[src/rtl/szc_pkg.sv]
// ----------------------------------------------------------------------------
// szc_pkg: shared types and constants of the stream zip combiner
// Sizes, field widths, item and result codes, and the command record that
// passes from the front end to the back end.
// ----------------------------------------------------------------------------
package szc_pkg;

    // Sizes of the block
    localparam int MAX_SOURCES = 4;
    localparam int QUEUE_DEPTH = 16;
    localparam int DATA_WIDTH  = 32;

    // Port field widths
    localparam int KIND_W  = 2;
    localparam int SRC_W   = 2;
    localparam int VALUE_W = 32;
    localparam int CNT_W   = 3;

    // Derived widths
    localparam int PTR_W      = $clog2(QUEUE_DEPTH);
    localparam int FILL_W     = $clog2(QUEUE_DEPTH + 1);
    localparam int ADDR_W     = $clog2(MAX_SOURCES * QUEUE_DEPTH);
    localparam int LANE_CNT_W = $clog2(MAX_SOURCES + 1);

    // Command queue between front and back
    localparam int CMDQ_DEPTH = 2;
    localparam int QPTR_W     = $clog2(CMDQ_DEPTH);
    localparam int PEND_W     = $clog2(CMDQ_DEPTH + 1);

    // Input item kinds
    localparam logic [KIND_W-1:0] KIND_VALUE    = 2'd0;
    localparam logic [KIND_W-1:0] KIND_COMPLETE = 2'd1;
    localparam logic [KIND_W-1:0] KIND_ERROR    = 2'd2;

    // Result kinds
    localparam logic [KIND_W-1:0] RES_ZIP      = 2'd0;
    localparam logic [KIND_W-1:0] RES_COMPLETE = 2'd1;
    localparam logic [KIND_W-1:0] RES_ERROR    = 2'd2;
    localparam logic [KIND_W-1:0] RES_OVERFLOW = 2'd3;

    typedef enum logic [1:0] {
        CMD_ZIP,
        CMD_COMPLETE,
        CMD_ERROR,
        CMD_OVERFLOW
    } cmd_op_t;

    // One unit of work for the back end
    typedef struct packed {
        cmd_op_t                             op;
        logic [SRC_W-1:0]                    src;
        logic [DATA_WIDTH-1:0]               data;
        logic [LANE_CNT_W-1:0]               lanes;
        logic [MAX_SOURCES-1:0][PTR_W-1:0]   heads;
        logic                                done;
    } cmd_t;

    typedef struct packed {
        logic full;
        logic empty;
    } q_status_t;

    typedef struct packed {
        logic                  en;
        logic [ADDR_W-1:0]     addr;
        logic [DATA_WIDTH-1:0] data;
    } ram_wr_t;

    typedef struct packed {
        logic              en;
        logic [ADDR_W-1:0] addr;
    } ram_rd_t;

endpackage

[src/rtl/szc_ram.sv]
// ----------------------------------------------------------------------------
// szc_ram: generic simple dual-port RAM
// One write port, one read port, read data registered on read enable.
// ----------------------------------------------------------------------------
module szc_ram #(
    parameter int WIDTH = 32,
    parameter int DEPTH = 64
) (
    input  logic                     clk,
    input  logic                     wr_en,
    input  logic [$clog2(DEPTH)-1:0] wr_addr,
    input  logic [WIDTH-1:0]         wr_data,
    input  logic                     rd_en,
    input  logic [$clog2(DEPTH)-1:0] rd_addr,
    output logic [WIDTH-1:0]         rd_data
);

    logic [WIDTH-1:0] mem_reg [DEPTH];
    logic [WIDTH-1:0] rd_data_reg;

    // Write and registered read
    always_ff @(posedge clk)
    begin
        if (wr_en)
        begin
            mem_reg[wr_addr] <= wr_data;
        end
        if (rd_en)
        begin
            rd_data_reg <= mem_reg[rd_addr];
        end
    end

    assign rd_data = rd_data_reg;

endmodule

[src/rtl/szc_front.sv]
// ----------------------------------------------------------------------------
// szc_front: input classifier of the stream zip combiner
// Accepts input beats, keeps FIFO pointers, fill counts and completion flags,
// writes values to the store and issues commands to the back end.
// ----------------------------------------------------------------------------
module szc_front import szc_pkg::*; (
    input  logic              clk,
    input  logic              rst_n,
    input  logic              in_valid,
    output logic              in_stall,
    input  logic [KIND_W-1:0] kind,
    input  logic [SRC_W-1:0]  source,
    input  logic [VALUE_W-1:0] value,
    input  logic              cfg_wr_en,
    input  logic [CNT_W-1:0]  cfg_wr_data,
    output ram_wr_t           ram_wr,
    output logic              cmd_push,
    output cmd_t              cmd,
    input  q_status_t         q_status,
    input  logic              zip_done
);

    logic [CNT_W-1:0]  source_count_reg;
    logic [PTR_W-1:0]  rp_reg   [MAX_SOURCES];
    logic [PTR_W-1:0]  rp_next  [MAX_SOURCES];
    logic [FILL_W-1:0] fill_reg [MAX_SOURCES];
    logic [FILL_W-1:0] fill_next[MAX_SOURCES];
    logic [FILL_W-1:0] fill_push[MAX_SOURCES];
    logic [MAX_SOURCES-1:0] completed_reg, completed_next;
    logic              finished_reg, finished_next;
    logic [PEND_W-1:0] pending_reg, pending_next;

    logic [LANE_CNT_W-1:0] active_n;
    logic              src_active;
    logic [FILL_W-1:0] fill_src;
    logic              full_src;
    logic              push_ok;
    logic              hazard;
    logic              accept;
    logic              live;
    logic [PTR_W:0]    pos_sum;
    logic [PTR_W-1:0]  wr_pos;
    logic              all_ready;
    logic              done;

    // Active source count, clamped to the legal range
    always_comb
    begin
        if (source_count_reg == '0)
        begin
            active_n = LANE_CNT_W'(1);
        end
        else if (source_count_reg > CNT_W'(MAX_SOURCES))
        begin
            active_n = LANE_CNT_W'(MAX_SOURCES);
        end
        else
        begin
            active_n = LANE_CNT_W'(source_count_reg);
        end
    end

    assign src_active = LANE_CNT_W'(source) < active_n;
    assign fill_src   = fill_reg[source];
    assign full_src   = fill_src == FILL_W'(QUEUE_DEPTH);
    assign push_ok    = (kind == KIND_VALUE) && !full_src;

    // Hold a value whose slot may still be pending a read by the back end
    assign hazard = push_ok &&
                    ((FILL_W+1)'(fill_src) + (FILL_W+1)'(pending_reg)
                     >= (FILL_W+1)'(QUEUE_DEPTH));

    assign in_stall = q_status.full || hazard;
    assign accept   = in_valid && !in_stall;
    assign live     = accept && !finished_reg && src_active;

    // Tail position of the addressed FIFO
    assign pos_sum = (PTR_W+1)'(rp_reg[source]) + (PTR_W+1)'(fill_src[PTR_W-1:0]);
    assign wr_pos  = (pos_sum >= (PTR_W+1)'(QUEUE_DEPTH))
                   ? PTR_W'(pos_sum - (PTR_W+1)'(QUEUE_DEPTH))
                   : PTR_W'(pos_sum);

    // Fill counts after the push, tuple readiness and completion check
    always_comb
    begin
        all_ready = 1'b1;
        done      = 1'b0;
        for (int j = 0; j < MAX_SOURCES; j++)
        begin
            fill_push[j] = fill_reg[j] + FILL_W'(push_ok && (SRC_W'(j) == source));
            if ((LANE_CNT_W'(j) < active_n) && (fill_push[j] == '0))
            begin
                all_ready = 1'b0;
            end
            if ((LANE_CNT_W'(j) < active_n) && completed_reg[j] &&
                (fill_push[j] == FILL_W'(1)))
            begin
                done = 1'b1;
            end
        end
    end

    // Classify the beat and update the FIFO bookkeeping
    always_comb
    begin
        fill_next      = fill_reg;
        rp_next        = rp_reg;
        completed_next = completed_reg;
        finished_next  = finished_reg;
        cmd_push       = 1'b0;
        cmd            = '0;
        cmd.src        = source;
        ram_wr.en      = 1'b0;
        ram_wr.addr    = ADDR_W'(source) * ADDR_W'(QUEUE_DEPTH) + ADDR_W'(wr_pos);
        ram_wr.data    = DATA_WIDTH'(value);
        if (live)
        begin
            unique case (kind)
                KIND_ERROR:
                begin
                    cmd_push      = 1'b1;
                    cmd.op        = CMD_ERROR;
                    finished_next = 1'b1;
                end
                KIND_COMPLETE:
                begin
                    completed_next[source] = 1'b1;
                    if (fill_src == '0)
                    begin
                        cmd_push      = 1'b1;
                        cmd.op        = CMD_COMPLETE;
                        finished_next = 1'b1;
                    end
                end
                KIND_VALUE:
                begin
                    if (full_src)
                    begin
                        cmd_push = 1'b1;
                        cmd.op   = CMD_OVERFLOW;
                        cmd.data = DATA_WIDTH'(value);
                    end
                    else
                    begin
                        ram_wr.en = 1'b1;
                        fill_next = fill_push;
                        if (all_ready)
                        begin
                            cmd_push  = 1'b1;
                            cmd.op    = CMD_ZIP;
                            cmd.lanes = active_n;
                            cmd.done  = done;
                            for (int j = 0; j < MAX_SOURCES; j++)
                            begin
                                cmd.heads[j] = rp_reg[j];
                                if (LANE_CNT_W'(j) < active_n)
                                begin
                                    fill_next[j] = fill_push[j] - FILL_W'(1);
                                    rp_next[j]   = (rp_reg[j] == PTR_W'(QUEUE_DEPTH - 1))
                                                 ? '0 : rp_reg[j] + PTR_W'(1);
                                end
                            end
                            if (done)
                            begin
                                finished_next = 1'b1;
                            end
                        end
                    end
                end
                default:
                begin
                end
            endcase
        end
    end

    // Count zip commands whose reads are not yet finished
    assign pending_next = pending_reg
                        + PEND_W'(cmd_push && (cmd.op == CMD_ZIP))
                        - PEND_W'(zip_done);

    always_ff @(posedge clk or negedge rst_n)
    begin
        if (!rst_n)
        begin
            source_count_reg <= CNT_W'(MAX_SOURCES);
            completed_reg    <= '0;
            finished_reg     <= 1'b0;
            pending_reg      <= '0;
            for (int j = 0; j < MAX_SOURCES; j++)
            begin
                rp_reg[j]   <= '0;
                fill_reg[j] <= '0;
            end
        end
        else
        begin
            if (cfg_wr_en)
            begin
                source_count_reg <= cfg_wr_data;
            end
            completed_reg <= completed_next;
            finished_reg  <= finished_next;
            pending_reg   <= pending_next;
            rp_reg        <= rp_next;
            fill_reg      <= fill_next;
        end
    end

endmodule

[src/rtl/szc_cmd_queue.sv]
// ----------------------------------------------------------------------------
// szc_cmd_queue: command queue between front and back
// Small register FIFO of commands; the head is read in place.
// ----------------------------------------------------------------------------
module szc_cmd_queue import szc_pkg::*; (
    input  logic      clk,
    input  logic      rst_n,
    input  logic      push,
    input  cmd_t      cmd_in,
    input  logic      pop,
    output cmd_t      cmd_out,
    output q_status_t q_status
);

    cmd_t              mem_reg [CMDQ_DEPTH];
    logic [QPTR_W-1:0] wr_ptr_reg, wr_ptr_next;
    logic [QPTR_W-1:0] rd_ptr_reg, rd_ptr_next;
    logic [PEND_W-1:0] count_reg, count_next;

    // Advance pointers with wrap
    assign wr_ptr_next = !push ? wr_ptr_reg
                       : (wr_ptr_reg == QPTR_W'(CMDQ_DEPTH - 1)) ? '0
                       : wr_ptr_reg + QPTR_W'(1);
    assign rd_ptr_next = !pop ? rd_ptr_reg
                       : (rd_ptr_reg == QPTR_W'(CMDQ_DEPTH - 1)) ? '0
                       : rd_ptr_reg + QPTR_W'(1);
    assign count_next  = count_reg + PEND_W'(push) - PEND_W'(pop);

    assign cmd_out        = mem_reg[rd_ptr_reg];
    assign q_status.full  = count_reg == PEND_W'(CMDQ_DEPTH);
    assign q_status.empty = count_reg == '0;

    always_ff @(posedge clk or negedge rst_n)
    begin
        if (!rst_n)
        begin
            wr_ptr_reg <= '0;
            rd_ptr_reg <= '0;
            count_reg  <= '0;
        end
        else
        begin
            wr_ptr_reg <= wr_ptr_next;
            rd_ptr_reg <= rd_ptr_next;
            count_reg  <= count_next;
        end
    end

    // Store payload
    always_ff @(posedge clk)
    begin
        if (push)
        begin
            mem_reg[wr_ptr_reg] <= cmd_in;
        end
    end

endmodule

[src/rtl/szc_back.sv]
// ----------------------------------------------------------------------------
// szc_back: result sequencer of the stream zip combiner
// Takes commands from the queue, reads zipped words from the store one lane
// at a time and drives the output register.
// ----------------------------------------------------------------------------
module szc_back import szc_pkg::*; (
    input  logic                  clk,
    input  logic                  rst_n,
    input  cmd_t                  cmd,
    input  q_status_t             q_status,
    output logic                  pop,
    output ram_rd_t               ram_rd,
    input  logic [DATA_WIDTH-1:0] rd_data,
    output logic                  zip_done,
    output logic                  out_valid,
    input  logic                  out_stall,
    output logic [KIND_W-1:0]     kind_res,
    output logic [SRC_W-1:0]      lane,
    output logic [VALUE_W-1:0]    value_res,
    output logic                  last
);

    typedef enum logic [1:0] {
        S_IDLE,
        S_READ,
        S_WAIT,
        S_COMP
    } state_t;

    state_t               state_reg, state_next;
    logic [SRC_W-1:0]     lane_reg, lane_next;
    logic                 out_valid_reg, out_valid_next;
    logic [KIND_W-1:0]    kind_res_reg, kind_res_next;
    logic [SRC_W-1:0]     lane_res_reg, lane_res_next;
    logic [VALUE_W-1:0]   value_res_reg, value_res_next;
    logic                 last_reg, last_next;
    logic                 out_free;
    logic                 is_final;

    assign out_free = !out_valid_reg || !out_stall;
    assign is_final = LANE_CNT_W'(lane_reg) == cmd.lanes - LANE_CNT_W'(1);

    // Sequence results
    always_comb
    begin
        state_next     = state_reg;
        lane_next      = lane_reg;
        out_valid_next = out_valid_reg && out_stall;
        kind_res_next  = kind_res_reg;
        lane_res_next  = lane_res_reg;
        value_res_next = value_res_reg;
        last_next      = last_reg;
        pop            = 1'b0;
        ram_rd.en      = 1'b0;
        ram_rd.addr    = ADDR_W'(lane_reg) * ADDR_W'(QUEUE_DEPTH)
                       + ADDR_W'(cmd.heads[lane_reg]);
        zip_done       = 1'b0;
        unique case (state_reg)
            S_IDLE:
            begin
                if (!q_status.empty)
                begin
                    if (cmd.op == CMD_ZIP)
                    begin
                        lane_next  = '0;
                        state_next = S_READ;
                    end
                    else if (out_free)
                    begin
                        out_valid_next = 1'b1;
                        last_next      = 1'b1;
                        pop            = 1'b1;
                        lane_res_next  = cmd.src;
                        value_res_next = '0;
                        case (cmd.op)
                            CMD_COMPLETE:
                            begin
                                kind_res_next = RES_COMPLETE;
                                lane_res_next = '0;
                            end
                            CMD_ERROR:
                            begin
                                kind_res_next = RES_ERROR;
                            end
                            default:
                            begin
                                kind_res_next  = RES_OVERFLOW;
                                value_res_next = VALUE_W'(cmd.data);
                            end
                        endcase
                    end
                end
            end
            S_READ:
            begin
                ram_rd.en  = 1'b1;
                state_next = S_WAIT;
            end
            S_WAIT:
            begin
                if (out_free)
                begin
                    out_valid_next = 1'b1;
                    kind_res_next  = RES_ZIP;
                    lane_res_next  = lane_reg;
                    value_res_next = VALUE_W'(rd_data);
                    last_next      = is_final && !cmd.done;
                    if (is_final)
                    begin
                        zip_done = 1'b1;
                        if (cmd.done)
                        begin
                            state_next = S_COMP;
                        end
                        else
                        begin
                            pop        = 1'b1;
                            state_next = S_IDLE;
                        end
                    end
                    else
                    begin
                        lane_next  = lane_reg + SRC_W'(1);
                        state_next = S_READ;
                    end
                end
            end
            S_COMP:
            begin
                if (out_free)
                begin
                    out_valid_next = 1'b1;
                    kind_res_next  = RES_COMPLETE;
                    lane_res_next  = '0;
                    value_res_next = '0;
                    last_next      = 1'b1;
                    pop            = 1'b1;
                    state_next     = S_IDLE;
                end
            end
            default:
            begin
                state_next = S_IDLE;
            end
        endcase
    end

    always_ff @(posedge clk or negedge rst_n)
    begin
        if (!rst_n)
        begin
            state_reg     <= S_IDLE;
            lane_reg      <= '0;
            out_valid_reg <= 1'b0;
            kind_res_reg  <= '0;
            lane_res_reg  <= '0;
            value_res_reg <= '0;
            last_reg      <= 1'b0;
        end
        else
        begin
            state_reg     <= state_next;
            lane_reg      <= lane_next;
            out_valid_reg <= out_valid_next;
            kind_res_reg  <= kind_res_next;
            lane_res_reg  <= lane_res_next;
            value_res_reg <= value_res_next;
            last_reg      <= last_next;
        end
    end

    assign out_valid = out_valid_reg;
    assign kind_res  = kind_res_reg;
    assign lane      = lane_res_reg;
    assign value_res = value_res_reg;
    assign last      = last_reg;

endmodule

[src/rtl/stream_zip_combiner.sv]
// Path: a control result (error, completion, overflow) passes the command queue and the output
// register; the first zipped beat of a tuple also passes the pickup state and the store read.
// Throughput: one input beat per cycle until the command queue holds two commands. The back end
// takes one command at a time: a pickup, then a store read and an output step per tuple beat,
// and one more output step for a trailing completion. A value whose slot may be unread is held.
// Reset: rst_n async active low clears counts, pointers and flags, source count 4; store kept.
// ----------------------------------------------------------------------------
// stream_zip_combiner: element-wise zip of up to four tagged input streams
// Front end classifies beats and keeps per-source FIFOs in a shared store,
// a command queue decouples it from the back end that emits the results.
// ----------------------------------------------------------------------------
module stream_zip_combiner import szc_pkg::*; (
    input  logic               clk,
    input  logic               rst_n,
    input  logic               in_valid,
    output logic               in_stall,
    input  logic [KIND_W-1:0]  kind,
    input  logic [SRC_W-1:0]   source,
    input  logic [VALUE_W-1:0] value,
    output logic               out_valid,
    input  logic               out_stall,
    output logic [KIND_W-1:0]  kind_res,
    output logic [SRC_W-1:0]   lane,
    output logic [VALUE_W-1:0] value_res,
    output logic               last,
    input  logic               cfg_wr_en,
    input  logic [CNT_W-1:0]   cfg_wr_data
);

    ram_wr_t               ram_wr;
    ram_rd_t               ram_rd;
    logic [DATA_WIDTH-1:0] rd_data;
    logic                  cmd_push;
    cmd_t                  cmd_in;
    cmd_t                  cmd_head;
    logic                  cmd_pop;
    q_status_t             q_status;
    logic                  zip_done;

    szc_front u_front (
        .clk         (clk),
        .rst_n       (rst_n),
        .in_valid    (in_valid),
        .in_stall    (in_stall),
        .kind        (kind),
        .source      (source),
        .value       (value),
        .cfg_wr_en   (cfg_wr_en),
        .cfg_wr_data (cfg_wr_data),
        .ram_wr      (ram_wr),
        .cmd_push    (cmd_push),
        .cmd         (cmd_in),
        .q_status    (q_status),
        .zip_done    (zip_done)
    );

    szc_cmd_queue u_queue (
        .clk      (clk),
        .rst_n    (rst_n),
        .push     (cmd_push),
        .cmd_in   (cmd_in),
        .pop      (cmd_pop),
        .cmd_out  (cmd_head),
        .q_status (q_status)
    );

    szc_ram #(
        .WIDTH (DATA_WIDTH),
        .DEPTH (MAX_SOURCES * QUEUE_DEPTH)
    ) u_store (
        .clk     (clk),
        .wr_en   (ram_wr.en),
        .wr_addr (ram_wr.addr),
        .wr_data (ram_wr.data),
        .rd_en   (ram_rd.en),
        .rd_addr (ram_rd.addr),
        .rd_data (rd_data)
    );

    szc_back u_back (
        .clk       (clk),
        .rst_n     (rst_n),
        .cmd       (cmd_head),
        .q_status  (q_status),
        .pop       (cmd_pop),
        .ram_rd    (ram_rd),
        .rd_data   (rd_data),
        .zip_done  (zip_done),
        .out_valid (out_valid),
        .out_stall (out_stall),
        .kind_res  (kind_res),
        .lane      (lane),
        .value_res (value_res),
        .last      (last)
    );

endmodule

[config.mk]
export PLATFORM = sky130hd
export DESIGN_NAME = stream_zip_combiner
export DESIGN_NICKNAME = d
export VERILOG_FILES = /design/src/rtl/szc_pkg.sv /design/src/rtl/szc_ram.sv /design/src/rtl/szc_front.sv /design/src/rtl/szc_cmd_queue.sv /design/src/rtl/szc_back.sv /design/src/rtl/stream_zip_combiner.sv
export SDC_FILE = /design/constraint.sdc
export NUM_CORES = 2
export LEC_CHECK = 0
export BUFFER_PORTS_ARGS = -buffer_cell sky130_fd_sc_hd__buf_2
export CAP_MARGIN = 20
export CORE_ASPECT_RATIO = 1.2
export CORE_MARGIN = 3
export CORE_UTILIZATION = 57
export CTS_CLUSTER_DIAMETER = 150
export CTS_CLUSTER_SIZE = 24
export DETAILED_ROUTE_END_ITERATION = 8
export PLACE_DENSITY = 0.76
export SLEW_MARGIN = 20
export SYNTH_ARGS = -nofsm -noshare
export SYNTH_HDL_FRONTEND = slang
export SYNTH_SLANG_ARGS = --single-unit
[constraint.sdc]
create_clock -name clk -period 6.45 [get_ports clk]
set_input_delay 1.29 -clock clk [delete_from_list [all_inputs] [get_ports clk]]
set_output_delay 1.29 -clock clk [all_outputs]
set_load 0.01 [all_outputs]
==> impl_metrics.tcl <==
set metrics [dict create \
    first_global_vias 55700 \
    rr_worst_depth 9 \
    hold_violations 0 \
    fin_crit_sh_pct 82.8 \
    path_cells "buf_2 -> mux4_2 -> nor4_2 -> nand2_1 -> nand2_2 -> nor2_1 -> ha_1 -> ha_1 -> inv_1 -> ha_1 -> inv_1 -> a211oi_1 -> or4_1 -> nor2b_1 -> o22ai_1 -> nand2_1 -> nor2_4 -> buf_12" \
    rsz0062_at_grt "no" \
    antenna_found_initial 8 \
    start_util_pct 57.6 \
    top_layer "met5" \
    synth_flop_cell "edfxtp_1" \
    syn_nets 6927 \
    ys_top_cells_by_area "edfxtp_1, nand2_1, nand3_1, dfrtp_1, mux2i_1" \
    fin_cells 8993 \
    critical_path_buf_inv_count 4 \
    viasPerCell 6.52 \
    slowest_delay_ns 0.64 \
    design.die.area_sq_mm 0.166 \
    yosys_warnings 0 \
    hold_class "register to register" \
    wl_mm 256 \
    globalRouteOverflowTotal 0 \
    netlist_area_sq_mm 0.0917 \
    setup_viol 0 \
    met1_length_mm 91.3 \
    io_buffer_count 82 \
    finalCriticalPeriod_ns 5.34 \
    tightest_slew_ns 1.13 \
    clk_pin_slew_ns 0.10 \
    cp-start-kind "input port" \
    relSlewSlack_pct 24.4 \
    dp_hpwl_mm 156 \
    yosysUniqueCellTypes 74 \
    postCtsHoldBufs 0 \
    grtUsageTotal_pct 30.5 \
    die_width_um 372 \
    core-area_sq_mm 0.159 \
    critical_path_required_ns 6.92 \
    grt_pass1_wl_mm 371 \
    ctsHtreeMaxLevel 3 \
    cp-end-kind "register" \
    synth_area_per_cell_sq_um 13.4 \
    dr.pass1.iters 7 \
    dr_wl_met3_mm 25.8 \
    cellLeakagePower_uw 0.0336 \
    syn_inst 6844 \
    io_pins 83 \
    rows 160 \
    setup_ws_ns 1.11 \
    p_total_uw 41000 \
    drive_above_1_share_pct 8.13 \
    cts_buffer_depth 3 \
    ctsResizeCount 0 \
    cts_made_buffers 105 \
    yosys_register_bits 2284 \
    drt_iter0_drc 8837 \
    fin_nets 6918 \
    status "completed" \
    path_max_fanout 30 \
    die_h_um 445 \
    drc_errors 0 \
    wl_per_cell_um 28.4 \
    maxCapViolations 0 \
    arrival_ns 5.82 \
    cts_tree "built" \
    ant_nets 0 \
    skew_ns 0.0452 \
    ir_worst_vdd_v 0.000416 \
    slew_violations 0 \
    path_delay_family "simple AND/OR/NAND/NOR gates" \
    grt_max_degree 138 \
    async_flop_share_pct 4.03 \
    route.met2.wl_mm 119 \
    crit_top_cell "ha_1" \
    finalSetupTns_ns 0 \
    crit_cells 18 \
    hold_depth 1 \
    place.gp.congestion 0.913 \
    post-place-ws_ns 0.356 \
    n_fill_cell 11500 \
    crit_type "input port to register" \
    route.vias.total 58700 \
    power_density_mw_per_mm2 415 \
    post-cts-setup-buffers 0 \
    cp_slowest_cell "mux4_2" \
    synth_top_cell_by_area "edfxtp_1" \
    fmax_mhz 187 \
    cts-root-buf "clkbuf_16" \
    clkSinkCount 2284 \
    largest_reg_flops 2048 \
    area_growth_pct 7.67 \
    yosysTopAreaCellShare_pct 71.8 \
    insertion_delay_ns 0.80 \
    placedCellCount 8833 \
    seq_area_frac_synth_pct 74.3 \
    synth_edf_count 2192 \
]
through the flow:
| step | cell area, sq um | hold WS [ns] | utilization [%] |
|---|---|---|---|
| 5_1_grt | 98700 | 0.519 | 62.0 |
| 3_3_place_gp | 95800 | 0.458 | 60.2 |
| 2_1_floorplan | 91700 | 0.436 | - |
| 4_1_cts | 98700 | 0.493 | 62.0 |
| 3_5_place_dp | 95800 | 0.466 | 60.2 |
| 6_report | 98800 | 0.487 | 62.1 |
cell families after synthesis:
| family | Yosys count | synth area share, % |
|---|---|---|
| AND/OR/NAND/NOR | 3066 | 14.4 |
| flip-flops | 2284 | 74.3 |
| AO/OA/AOI/OAI | 769 | 5.81 |
| buffers and inverters | 460 | 2.19 |
| multiplexers | 189 | 2.41 |
| adder cells (fa/ha/maj) | 39 | 0.540 |
| XOR/XNOR | 37 | 0.353 |
cell type report:
type	count	area [sq um]	share of cell area (%)
Multi-Input combinational cell	4100	22200	22.5
Inverter	33	126	0.128
Clock buffer	140	2800	2.84
Sequential cell	2284	68100	69.0
Tap cell	2106	2640	2.67
Clock inverter	6	86.3	0.0874
Timing Repair Buffer	311	2780	2.81
Antenna cell	13	32.5	0.0329
worst reg2reg max path, delay by kind of cell, from the launching register on:
family          cells  cell delay, ns
simple gates        4            1.33
mux                 2            1.40
compound gates      2            0.75
buf+inv             1            0.37
flops               1            0.83
power by group:
part           leakage [uW]  total, uW  switching, uW  internal (uW)
Combinational        0.0114      16500          11800           4610
Clock               0.00140       7460           4400           3060
Sequential           0.0208      17100            386          16700
placed cells by master, fill, tap and decap left out, drive strengths merged, types with 23 or more instances in the layout:
master	Yosys	layout
edfxtp	2192	2192
nand2	1957	1957
nand3	551	551
buf	210	311
and3	206	206
a31oi	199	199
nor2	156	156
a311oi	154	154
mux2i	142	142
clkbuf	217	140
a21oi	123	123
dfrtp	91	91
o21ai	73	73
nand4	50	50
and2	50	50
o22ai	39	39
inv	33	39
ha	38	38
or3	34	34
o2111ai	32	32
xnor2	27	27
a221oi	24	24
mux2	24	24
mux4	23	23
worst paths after layout:
kind / from / endpoint / slack (ns)
max in group asynchronous: rst_n / u_front.rp_reg[15] / 4.84
max reg2reg: u_queue.rd_ptr_reg / u_store.rd_data[30] / 1.42
max: source[0] / u_queue.mem_reg[0][24] / 1.11
min reg2reg: u_front.completed_reg[1] / u_front.completed_reg[1] / 0.49
min: u_front.completed_reg[1] / u_front.completed_reg[1] / 0.49
min in group asynchronous: rst_n / u_back.value_res[10] / 0.55
synth_stat cells, types with 18 or more instances:
cell,number
buf_2,146
mux4_2,23
nor2_1,151
o22ai_1,39
o21ai_0,67
or3_1,34
nand4_1,50
nor3_1,18
inv_1,32
buf_1,49
and3_1,206
o211ai_1,20
and2_1,49
nand3_1,551
nand2_1,1956
a31oi_1,199
clkbuf_1,217
ha_1,38
dfrtp_1,91
a21oi_1,123
xnor2_1,27
a311oi_1,154
a221oi_1,24
edfxtp_1,2192
a22oi_1,21
o2111ai_1,32
mux2i_1,141
layer usage:
| metal | vias up | track usage, % |
|---|---|---|
| li1 | 25200 | - |
| met1 | 29000 | 40.6 |
| met2 | 3840 | 47.8 |
| met3 | 641 | 4.43 |
| met4 | 6 | 19.3 |
| met5 | - | 0 |
Note: power is estimated with default switching activity, not from simulation.
